### src/flv_tag_h264_nal_extractor_assert.svh
// ----------------------------------------------------------------------------
// FLV H.264 NAL extractor assertion macros
// Shared concurrent assertion forms for the extractor's internal checks.
// ----------------------------------------------------------------------------
`ifndef FLV_TAG_H264_NAL_EXTRACTOR_ASSERT_SVH
`define FLV_TAG_H264_NAL_EXTRACTOR_ASSERT_SVH

// Same-cycle implication, disabled while reset is asserted.
`define FLVN_ASSERT_IMP(label, clk, rst_n, ante, cons) \
  label: assert property (@(posedge clk) disable iff (!(rst_n)) (ante) |-> (cons)) \
    else $error("flvn assertion failed");

// Next-cycle implication, disabled while reset is asserted.
`define FLVN_ASSERT_NXT(label, clk, rst_n, ante, cons) \
  label: assert property (@(posedge clk) disable iff (!(rst_n)) (ante) |=> (cons)) \
    else $error("flvn assertion failed");

`endif

### src/flvn_pkg.sv
// ----------------------------------------------------------------------------
// FLV H.264 NAL extractor package
// Stream constants and the result record passed from parser to top level.
// ----------------------------------------------------------------------------
`timescale 1ns / 1ps

package flvn_pkg;

  localparam logic [7:0] SIG_F       = 8'h46;
  localparam logic [7:0] SIG_L       = 8'h4c;
  localparam logic [7:0] SIG_V       = 8'h56;
  localparam logic [7:0] TAG_VIDEO   = 8'h09;
  localparam logic [3:0] CODEC_AVC   = 4'h7;
  localparam logic [7:0] AVC_NALU    = 8'h01;
  localparam logic [31:0] HDR_LEN    = 32'd9;

  typedef struct packed {
    logic        emit;
    logic [7:0]  nal_byte;
    logic        nal_first;
    logic        nal_last;
    logic [31:0] timestamp_ms;
    logic [23:0] composition_offset;
    logic [3:0]  frame_kind;
    logic        truncated;
  } flvn_result_t;

endpackage

### src/flvn_parser.sv
// ----------------------------------------------------------------------------
// FLV tag parser
// Walks header and tags one byte per step and produces NAL payload results.
// ----------------------------------------------------------------------------
`timescale 1ns / 1ps

module flvn_parser (
  input  logic                 clk_i,
  input  logic                 rst_ni,
  input  logic                 step_i,
  input  logic [7:0]           byte_i,
  output flvn_pkg::flvn_result_t res_o
);
  import flvn_pkg::*;

  typedef enum logic [3:0] {
    PH_SIG, PH_VERFLAGS, PH_OFFSET, PH_HSKIP, PH_PREV, PH_TYPE, PH_SIZE, PH_TS,
    PH_SID, PH_CODEC, PH_PKT, PH_CTS, PH_NLEN, PH_NDATA, PH_BSKIP
  } phase_e;

  phase_e      phase_q, phase_d;
  logic [1:0]  sig_q, sig_d;
  logic [2:0]  cnt_q, cnt_d;
  logic [31:0] shift_q, shift_d;
  logic [31:0] skip_q, skip_d;
  logic [7:0]  kind_q, kind_d;
  logic [23:0] tag_left_q, tag_left_d;
  logic [31:0] nal_left_q, nal_left_d;
  logic [31:0] ts_q, ts_d;
  logic [23:0] cts_q, cts_d;
  logic [3:0]  fk_q, fk_d;
  logic        started_q, started_d;

  logic [2:0]  cnt_inc;
  logic [31:0] shift_in;
  logic [31:0] skip_dec;
  logic [23:0] tag_dec;
  logic [31:0] nal_dec;

  assign cnt_inc  = cnt_q + 3'd1;
  assign shift_in = {shift_q[23:0], byte_i};
  assign skip_dec = skip_q - {31'd0, (skip_q != 32'd0)};
  assign tag_dec  = tag_left_q - 24'd1;
  assign nal_dec  = nal_left_q - {31'd0, (nal_left_q != 32'd0)};

  always_comb begin
    phase_d    = phase_q;
    sig_d      = sig_q;
    cnt_d      = cnt_q;
    shift_d    = shift_q;
    skip_d     = skip_q;
    kind_d     = kind_q;
    tag_left_d = tag_left_q;
    nal_left_d = nal_left_q;
    ts_d       = ts_q;
    cts_d      = cts_q;
    fk_d       = fk_q;
    started_d  = started_q;
    res_o      = '0;
    res_o.nal_byte           = byte_i;
    res_o.nal_first          = ~started_q;
    res_o.timestamp_ms       = ts_q;
    res_o.composition_offset = cts_q;
    res_o.frame_kind         = fk_q;
    res_o.truncated          = (nal_left_q > {8'd0, tag_left_q});
    res_o.nal_last           = (nal_dec == 32'd0) || (tag_dec == 24'd0);

    case (phase_q)
      PH_SIG: begin
        if (sig_q == 2'd1 && byte_i == SIG_L) begin
          sig_d = 2'd2;
        end else if (sig_q == 2'd2 && byte_i == SIG_V) begin
          sig_d   = 2'd0;
          cnt_d   = '0;
          shift_d = '0;
          phase_d = PH_VERFLAGS;
        end else begin
          sig_d = (byte_i == SIG_F) ? 2'd1 : 2'd0;
        end
      end
      PH_VERFLAGS: begin
        cnt_d = cnt_inc;
        if (cnt_inc >= 3'd2) begin
          cnt_d   = '0;
          shift_d = '0;
          phase_d = PH_OFFSET;
        end
      end
      PH_OFFSET: begin
        cnt_d   = cnt_inc;
        shift_d = shift_in;
        if (cnt_inc >= 3'd4) begin
          cnt_d   = '0;
          shift_d = '0;
          if (shift_in > HDR_LEN) begin
            skip_d  = shift_in - HDR_LEN;
            phase_d = PH_HSKIP;
          end else begin
            skip_d  = '0;
            phase_d = PH_PREV;
          end
        end
      end
      PH_HSKIP: begin
        skip_d = skip_dec;
        if (skip_dec == 32'd0) begin
          cnt_d   = '0;
          shift_d = '0;
          phase_d = PH_PREV;
        end
      end
      PH_PREV: begin
        cnt_d = cnt_inc;
        if (cnt_inc >= 3'd4) begin
          cnt_d   = '0;
          shift_d = '0;
          phase_d = PH_TYPE;
        end
      end
      PH_TYPE: begin
        kind_d  = byte_i;
        cnt_d   = '0;
        shift_d = '0;
        phase_d = PH_SIZE;
      end
      PH_SIZE: begin
        cnt_d   = cnt_inc;
        shift_d = shift_in;
        if (cnt_inc >= 3'd3) begin
          tag_left_d = shift_in[23:0];
          cnt_d      = '0;
          shift_d    = '0;
          phase_d    = PH_TS;
        end
      end
      PH_TS: begin
        if (cnt_q < 3'd3) begin
          cnt_d   = cnt_inc;
          shift_d = shift_in;
        end else begin
          ts_d    = {byte_i, shift_q[23:0]};
          cnt_d   = '0;
          shift_d = '0;
          phase_d = PH_SID;
        end
      end
      PH_SID: begin
        cnt_d = cnt_inc;
        if (cnt_inc >= 3'd3) begin
          cnt_d     = '0;
          shift_d   = '0;
          started_d = 1'b0;
          if (tag_left_q == 24'd0) begin
            phase_d = PH_PREV;
          end else if (kind_q == TAG_VIDEO) begin
            phase_d = PH_CODEC;
          end else begin
            phase_d = PH_BSKIP;
          end
        end
      end
      PH_CODEC, PH_PKT, PH_CTS, PH_NLEN, PH_NDATA, PH_BSKIP: begin
        if (tag_left_q == 24'd0) begin
          cnt_d   = '0;
          shift_d = '0;
          phase_d = PH_PREV;
        end else begin
          tag_left_d = tag_dec;
          case (phase_q)
            PH_CODEC: begin
              fk_d    = byte_i[7:4];
              phase_d = (byte_i[3:0] == CODEC_AVC) ? PH_PKT : PH_BSKIP;
              cnt_d   = '0;
              shift_d = '0;
            end
            PH_PKT: begin
              phase_d = (byte_i == AVC_NALU) ? PH_CTS : PH_BSKIP;
              cnt_d   = '0;
              shift_d = '0;
            end
            PH_CTS: begin
              cnt_d   = cnt_inc;
              shift_d = shift_in;
              if (cnt_inc >= 3'd3) begin
                cts_d   = shift_in[23:0];
                cnt_d   = '0;
                shift_d = '0;
                phase_d = PH_NLEN;
              end
            end
            PH_NLEN: begin
              cnt_d   = cnt_inc;
              shift_d = shift_in;
              if (cnt_inc >= 3'd4) begin
                nal_left_d = shift_in;
                cnt_d      = '0;
                shift_d    = '0;
                started_d  = 1'b0;
                phase_d    = (shift_in != 32'd0) ? PH_NDATA : PH_NLEN;
              end
            end
            PH_NDATA: begin
              res_o.emit = 1'b1;
              started_d  = 1'b1;
              nal_left_d = nal_dec;
              if (nal_dec == 32'd0) begin
                started_d = 1'b0;
                cnt_d     = '0;
                shift_d   = '0;
                phase_d   = PH_NLEN;
              end
            end
            default: begin
            end
          endcase
          // Tag end overrides whatever the body phase chose.
          if (tag_dec == 24'd0) begin
            cnt_d     = '0;
            shift_d   = '0;
            started_d = 1'b0;
            phase_d   = PH_PREV;
          end
        end
      end
      default: begin
        phase_d    = PH_SIG;
        sig_d      = '0;
        cnt_d      = '0;
        shift_d    = '0;
        skip_d     = '0;
        kind_d     = '0;
        tag_left_d = '0;
        nal_left_d = '0;
        ts_d       = '0;
        cts_d      = '0;
        fk_d       = '0;
        started_d  = 1'b0;
      end
    endcase
  end

  always_ff @(posedge clk_i or negedge rst_ni) begin
    if (!rst_ni) begin
      phase_q    <= PH_SIG;
      sig_q      <= '0;
      cnt_q      <= '0;
      shift_q    <= '0;
      skip_q     <= '0;
      kind_q     <= '0;
      tag_left_q <= '0;
      nal_left_q <= '0;
      ts_q       <= '0;
      cts_q      <= '0;
      fk_q       <= '0;
      started_q  <= 1'b0;
    end else if (step_i) begin
      phase_q    <= phase_d;
      sig_q      <= sig_d;
      cnt_q      <= cnt_d;
      shift_q    <= shift_d;
      skip_q     <= skip_d;
      kind_q     <= kind_d;
      tag_left_q <= tag_left_d;
      nal_left_q <= nal_left_d;
      ts_q       <= ts_d;
      cts_q      <= cts_d;
      fk_q       <= fk_d;
      started_q  <= started_d;
    end
  end

endmodule

### src/flv_tag_h264_nal_extractor.sv
// ----------------------------------------------------------------------------
// FLV tag H.264 NAL extractor
// Pulls length-prefixed H.264 NAL unit bytes out of an FLV byte stream.
// ----------------------------------------------------------------------------
// Feed the FLV stream one byte per request on the data channel; each NAL
// payload byte comes out as one request on the nal channel, tagged with
// first/last flags, the tag timestamp, the AVC composition offset, the frame
// type nibble and a truncated flag for units that ran past their tag. Each
// byte is captured in an input register, parsed by the header/tag state
// machine in a single pass, and any result lands in the output register
// when the parser steps on that byte, and is offered on the nal channel
// from there. Throughput is one byte per cycle while the output register is
// free or being taken; a byte that produces no result is held to the same
// condition. The input side keeps accepting while a result waits, as long as
// the output register is free or being taken in the same cycle.
`timescale 1ns / 1ps

module flv_tag_h264_nal_extractor (
  input  logic        clk_i,
  input  logic        rst_ni,
  input  logic        data_valid_i,
  output logic        data_ready_o,
  input  logic [7:0]  data_byte_i,
  output logic        nal_valid_o,
  input  logic        nal_ready_i,
  output logic [7:0]  nal_byte_o,
  output logic        nal_first_o,
  output logic        nal_last_o,
  output logic [31:0] timestamp_ms_o,
  output logic [23:0] composition_offset_o,
  output logic [3:0]  frame_kind_o,
  output logic        truncated_o
);
  import flvn_pkg::*;

  `include "flv_tag_h264_nal_extractor_assert.svh"

  // Input stage: holds one accepted byte until the parser steps on it.
  logic         in_valid_q;
  logic [7:0]   in_byte_q;
  // Output stage: one finished result waiting for the consumer.
  logic         out_valid_q;
  flvn_result_t out_q;
  flvn_result_t res;
  logic         advance;

  // Step the parser whenever a byte is held and the output slot is free
  // or being drained this cycle.
  assign advance      = in_valid_q && (!out_valid_q || nal_ready_i);
  assign data_ready_o = !in_valid_q || advance;

  flvn_parser u_parser (
    .clk_i  (clk_i),
    .rst_ni (rst_ni),
    .step_i (advance),
    .byte_i (in_byte_q),
    .res_o  (res)
  );

  always_ff @(posedge clk_i or negedge rst_ni) begin
    if (!rst_ni) begin
      in_valid_q  <= 1'b0;
      out_valid_q <= 1'b0;
    end else begin
      if (data_ready_o) begin
        in_valid_q <= data_valid_i;
      end
      if (advance) begin
        out_valid_q <= res.emit;
      end else if (nal_ready_i) begin
        out_valid_q <= 1'b0;
      end
    end
  end

  // Payload registers: capture only, no reset needed.
  always_ff @(posedge clk_i) begin
    if (data_ready_o && data_valid_i) begin
      in_byte_q <= data_byte_i;
    end
    if (advance && res.emit) begin
      out_q <= res;
    end
  end

  assign nal_valid_o          = out_valid_q;
  assign nal_byte_o           = out_q.nal_byte;
  assign nal_first_o          = out_q.nal_first;
  assign nal_last_o           = out_q.nal_last;
  assign timestamp_ms_o       = out_q.timestamp_ms;
  assign composition_offset_o = out_q.composition_offset;
  assign frame_kind_o         = out_q.frame_kind;
  assign truncated_o          = out_q.truncated;

  // A held byte that cannot step must stay put.
  `FLVN_ASSERT_NXT(a_in_hold, clk_i, rst_ni, in_valid_q && !advance, in_valid_q && $stable(in_byte_q))
  // An emitted result must show up in the output register next cycle.
  `FLVN_ASSERT_NXT(a_emit_lands, clk_i, rst_ni, advance && res.emit, out_valid_q)
  // Never step the parser over a result that is still waiting.
  `FLVN_ASSERT_IMP(a_no_overwrite, clk_i, rst_ni, advance && out_valid_q, nal_ready_i)

endmodule
### config.mk
export PLATFORM = sky130hd
export DESIGN_NAME = flv_tag_h264_nal_extractor
export DESIGN_NICKNAME = d
export VERILOG_FILES = /design/src/flvn_pkg.sv /design/src/flvn_parser.sv /design/src/flv_tag_h264_nal_extractor.sv
export VERILOG_INCLUDE_DIRS = /design/src /design/src/src
export SDC_FILE = /design/constraint.sdc
export NUM_CORES = 1
export LEC_CHECK = 0
export BUFFER_PORTS_ARGS = -buffer_cell sky130_fd_sc_hd__buf_2
export CAP_MARGIN = 20
export CORE_MARGIN = 2
export CORE_UTILIZATION = 25
export CTS_CLUSTER_SIZE = 30
export DETAILED_ROUTE_END_ITERATION = 10
export PLACE_DENSITY = 0.46
export SYNTH_ARGS = -nofsm -noshare
export SYNTH_HDL_FRONTEND = slang
export SYNTH_SLANG_ARGS = --single-unit
### constraint.sdc
create_clock -name clk_i -period 6.7 [get_ports clk_i]
set_clock_uncertainty 0.2 [all_clocks]
set_input_delay 0.67 -clock clk_i [delete_from_list [all_inputs] [get_ports clk_i]]
set_output_delay 0.67 -clock clk_i [all_outputs]
set_load 0.05 [all_outputs]
Word level (Yosys, flattened, before mapping)
Cells that the tools add are included.
- bitwise logic cells: 8
- reductions and logical operators: 42
- magnitude comparators: 6
- multiplexer cells: 83
- eq/ne operators: 44
- $add $sub $neg: 5
- multipliers: 0
- div/mod/pow operators: 0
- shift operators: 0
- operator list (kind ; count):
    $mux W24 ; 16
    $pmux W24 S9 ; 1
    $pmux W32 S2 ; 3
    $mux W32 ; 5
    $pmux W24 S4 ; 1
    $pmux W32 S3 ; 1
    $reduce_bool A32 Y1 ; 3
    $pmux W24 S3 ; 1
    $mux W4 ; 17
    $logic_not A32 Y1 ; 2
    $sub A32 B1 Y32 ; 2
    $logic_not A24 Y1 ; 2
    $pmux W24 S2 ; 1
    $mux W3 ; 14
    $reduce_or A14 Y1 ; 3
    $pmux W4 S10 ; 1
    $gt A32 B24 Y1 ; 1
    $gt A32 B4 Y1 const B ; 1
    $sub A32 B4 Y32 const B ; 1
    $eq A4 B4 Y1 const B ; 7
    $eq A8 B7 Y1 const B ; 3
    $sub A24 B1 Y24 const B ; 1
    $pmux W3 S7 ; 1
    $eq A4 B3 Y1 const B ; 5
    other kinds (46) ; 95
- bits in latches: 0
- bits of input ports: 12
- logic and storage cells: 210
- RAM bits: 0
- bits in read-only memories: 0
- memories kept: 0
- output and inout port bits: 73
- register bits: 271

Longest topological paths before layout
- word-level depth: 8
- mapped depth: 19
- mapped depth without buffers: 16

Hierarchy
Synthesis repeated with hierarchy kept, for this count alone.
- cells, all modules: 1647
- area, all modules: 14928.1 um2
- by module, submodules not included (module ; area each (um2) ; cells an instance ; instances):
    flvn_parser ; 12446.9 ; 1558 ; 1
    flv_tag_h264_nal_extractor ; 2481.1 ; 89 ; 1

Worst setup path after synthesis
No wires, ideal clock.
- path kind: register to register
- start: reg u_parser.phase_q[2]
- end: reg out_q, in the netlist composition_offset_o[0] (enable)
- arrival: 6.625 ns
- path slack: -0.712 ns
- stages on the path, launching flop included: 8
- data required time: 5.913 ns
- cell sequence: dfrtp_1 > clkbuf_1 > clkbuf_1 > clkbuf_1 > nand3_1 > clkbuf_1 > clkbuf_1 > nor3_1
- word-level cells in the longest chain between the ends: 5
- elaborated cells between the ends (all ways): 11
- those cells by class: 6 x eq/ne; 3 x mux; 2 x reduce/logical
- RTL lines (what ; line ; text):
    start, declared ; flvn_parser.sv:21 ; phase_e phase_q, phase_d;
    start signal, assigned ; flvn_parser.sv:257 ; phase_q <= phase_d;
    $eq A4 B4 Y1 ; flvn_parser.sv:68, flvn_parser.sv:169 ;
    $mux W1 ; flvn_parser.sv:169 ; case (phase_q)
    $mux W1 ; flvn_parser.sv:163 ; if (tag_left_q == 24'd0) begin
    $mux W1 (*) ; flvn_parser.sv:68 ; case (phase_q)
    $logic_and A1 B1 Y1 (*) ; flv_tag_h264_nal_extractor.sv:81 ; if (advance && res.emit) begin
    end signal, assigned ; flv_tag_h264_nal_extractor.sv:82 ; out_q <= res;
    end, declared ; flv_tag_h264_nal_extractor.sv:43 ; flvn_result_t out_q;
Mark *: on every way between the ends. The rest lies on a longest branch, timed or not.
A chain may end at the register's enable or synchronous reset.

Worst setup path in the final report
- start: reg u_parser.nal_left_q[20]
- end: reg u_parser.shift_q[18]
- word-level cells in the longest chain between the ends: 5
- RTL lines (what ; line ; text):
    start, declared ; flvn_parser.sv:28 ; logic [31:0] nal_left_q, nal_left_d;
    start signal, assigned ; flvn_parser.sv:264 ; nal_left_q <= nal_left_d;
    $reduce_bool A32 Y1 ; flvn_parser.sv:44 ; assign nal_dec = nal_left_q - {31'd0, (nal_left_q != 32'd0)};
    $sub A32 B1 Y32 (*) ; flvn_parser.sv:44 ;
    $logic_not A32 Y1 (*) ; flvn_parser.sv:206 ; if (nal_dec == 32'd0) begin
    $ne A5 B2 Y1 (no line) (*) ; -- ;
    $reduce_and A9 Y1 (no line) (*) ; -- ;
    end signal, assigned ; flvn_parser.sv:260 ; shift_q <= shift_d;
    end, declared ; flvn_parser.sv:24 ; logic [31:0] shift_q, shift_d;
Marks and branches as above.

==> flow_summary.json <==
{
  "ys.flop_type": "dfrtp_1",
  "clock_sinks": 271,
  "layout_commonest_cell": "nand2_1",
  "final_area_um2": 17260,
  "start_util_pct": 25.34,
  "min_from": "data_byte_i[4]",
  "synth_nets": 1736,
  "ys_seq_area_share_pct": 47.82,
  "ys_ff_latch": 271,
  "avgSynthCellArea_um2": 8.897,
  "final.fill_count": 6313,
  "clk_pin_slew_ns": 0.06,
  "wl_um": 52350,
  "path_class": "flip-flop to flip-flop",
  "grt_setup_unrepaired": "no",
  "viasPerCell": 5.292,
  "drv_slew": 0,
  "final_cell_mix": "nand2_1, o21ai_0, dfrtp_1, nor2_1, a21oi_1",
  "clock_latency_ns": 0.60,
  "grt_pass1_vias": 12940,
  "drive_above_1_share_pct": 11.93,
  "die_h_um": 249.0,
  "power.leakage_nw": 7.444,
  "min_period_ns": 5.594,
  "stdcell_count": 2516,
  "cts_resized": 0,
  "hold_class": "input port to flip-flop",
  "synth_edf_count": 79,
  "tightestPinTransition_ns": 1.076,
  "required_ns": 6.98,
  "cts_buffers": 31,
  "htree_levels": 1,
  "crit_fanout": 32,
  "core_um2": 59240,
  "timing.rr.start": "u_parser.nal_left_q[20]$_DFFE_PN0P_",
  "cts_setup_buffers": 0,
  "grtUsageTotal_pct": 16.48,
  "grt_start_max_net_pins": 78,
  "critPathLaunch": "u_parser.nal_left_q[20]$_DFFE_PN0P_",
  "rows": 89,
  "syn_to_final_growth_pct": 15.00,
  "yosysWarnings": 0,
  "drt-initial-drc-count": 1155,
  "cts_tree": "yes",
  "grt_overflow": 0,
  "grt_pass1_wl_um": 80480,
  "setup_tns_ns": 0,
  "status": "completed",
  "start_kind": "flip-flop",
  "post-route-drc-count": 0,
  "hold_depth": 1,
  "die_w_um": 249.0,
  "ant_nets": 0,
  "worst_slack_ns": 1.106,
  "cts_max_path_buffers": 3,
  "setup_violations": 0,
  "power_density_nw_per_um2": 205.8,
  "slew_headroom_pct": 27.59,
  "dp_cells": 2457,
  "crit_path_end_kind": "flip-flop",
  "syn_area_um2": 15010,
  "timing.max_cap.violations": 0,
  "whs_ns": 0.05162,
  "diodes": 0,
  "ys_async_sr_fraction_pct": 70.85,
  "cts_root_buf": "clkbuf_16",
  "avgRoutedWirePerCell_um": 20.81,
  "max_freq_mhz": 178.8,
  "critPathArrivalTime_ns": 5.87,
  "fin_nets": 1767,
  "dp_slack_ns": 1.218,
  "timing_hold_violations_final": 0,
  "io-pin-count": 85,
  "netlist_instances": 1687,
  "place.gp.congestion": 0.8984,
  "ys_types": 76,
  "antenna_found_initial": 1,
  "dieArea_um2": 62010,
  "placed_area_um2": 16220,
  "portBuffers": 84,
  "dp_hpwl_um": 35380,
  "detail_route.first_pass.iterations": 5,
  "period_share_pct": 83.49,
  "peakVddDrop_uv": 194.6,
  "reg2reg_depth": 16,
  "vias": 13320
}
## per-stage QoR
| step | power (mW) | util (%) |
|---|---|---|
| 2_1_floorplan | 1.767 | - |
| 4_1_cts | 3.607 | 29.14 |
| 6_report | 3.551 | 29.14 |
| 5_1_grt | 3.680 | 29.14 |
| 3_3_place_gp | 1.831 | 27.38 |
| 3_5_place_dp | 1.831 | 27.38 |
## where the power goes
| group | leakage [nW] | switching (mW) | total [mW] | internal (mW) |
|---|---|---|---|---|
| Clock | 0.497 | 0.729 | 1.75 | 1.02 |
| Combinational | 3.44 | 0.0716 | 0.0912 | 0.0196 |
| Sequential | 3.51 | 0.00551 | 1.71 | 1.70 |
## cell families after synthesis
| group | after synthesis | share of synthesized area (%) |
|---|---|---|
| and+or+nand+nor | 696 | 22.87 |
| AOI/OAI and AO/OA | 458 | 18.17 |
| DFF | 271 | 47.82 |
| buffers and inverters | 163 | 4.251 |
| xor gates and xnor gates | 50 | 2.918 |
| adders and majority gates | 37 | 3.084 |
| muxes | 12 | 0.8920 |
## Yosys cell counts (18+ instances only)
library cell  number  area, um^2
a21o_1            36       270.3
a21oi_1          100       500.5
a31oi_1           18       112.6
clkbuf_1         104       390.4
dfrtp_1          192        4805
edfxtp_1          79        2372
ha_1              37       462.9
inv_1             42       157.7
nand2_1          223       837.1
nand3_1           57       285.3
nand4_1           36       225.2
nor2_1           159       596.8
nor3_1            53       265.3
nor4_1            42       262.8
o21ai_0          194       970.9
or3_1             21       131.4
xnor2_1           32       280.3
xor2_1            18       157.7
## critical path, cell delays in order (launching register included)
cell and delay [ns]:
dfrtp_1 0.42, nor3_1 0.61, nand3_1 0.38, nor3_1 0.27, nand2_1 0.09, ha_1 0.25
ha_1 0.27, nor3b_1 0.23, and2_1 0.21, a211oi_1 0.26, o2111ai_1 0.19, nor4_1 0.60
o21ai_1 0.20, a22o_1 0.21, buf_4 0.23, or2_1 0.55, a21o_1 0.30
## area by class of cell
type,instances,area (um^2),area share (%)
Timing Repair Buffer,119,694.4,4.023
Tap cell,773,967.2,5.603
Multi-Input combinational cell,1253,7232,41.90
Clock inverter,15,201.4,1.167
Clock buffer,43,830.8,4.813
Inverter,42,157.7,0.9134
Sequential cell,271,7177,41.58
## metal layers
metal | vias to the layer above | GRT usage [%] | wire length, um
met3 | 109 | 1.891 | 2383
met2 | 410 | 26.19 | 23750
met4 | 0 | 6.110 | 2076
met5 | - | 0 | 0
li1 | 6184 | - | -
met1 | 6612 | 23.04 | 24140
## repair_timing
item / 4_1_cts / 5_1_grt
setup endpoints to repair: 0 / 0
hold buffers: 1 / 0
hold endpoints to repair: 68 / 0
## worst paths after layout
kind	to	slack (ns)
setup / recovery	u_parser.shift_q[18]$_DFFE_PN0P_	1.11
hold / removal	in_byte_q[4]$_DFFE_PP_	0.05
setup reg to reg	u_parser.shift_q[18]$_DFFE_PN0P_	1.11
hold reg to reg	composition_offset_o[0]$_DFFE_PP_	0.23
max in group asynchronous	u_parser.tag_left_q[1]$_DFFE_PN0P_	4.42
min in group asynchronous	u_parser.ts_q[30]$_DFFE_PN0P_	0.47
## flip-flops by register name (all words and copies together) (netlist names), 24 cells and up
name / flops
u_parser.ts_q: 32
u_parser.cts_q: 24
u_parser.nal_left_q: 32
timestamp_ms_o: 32
u_parser.shift_q: 24
composition_offset_o: 24
u_parser.tag_left_q: 24
u_parser.skip_q: 32
(Power assumes the default switching activity.)
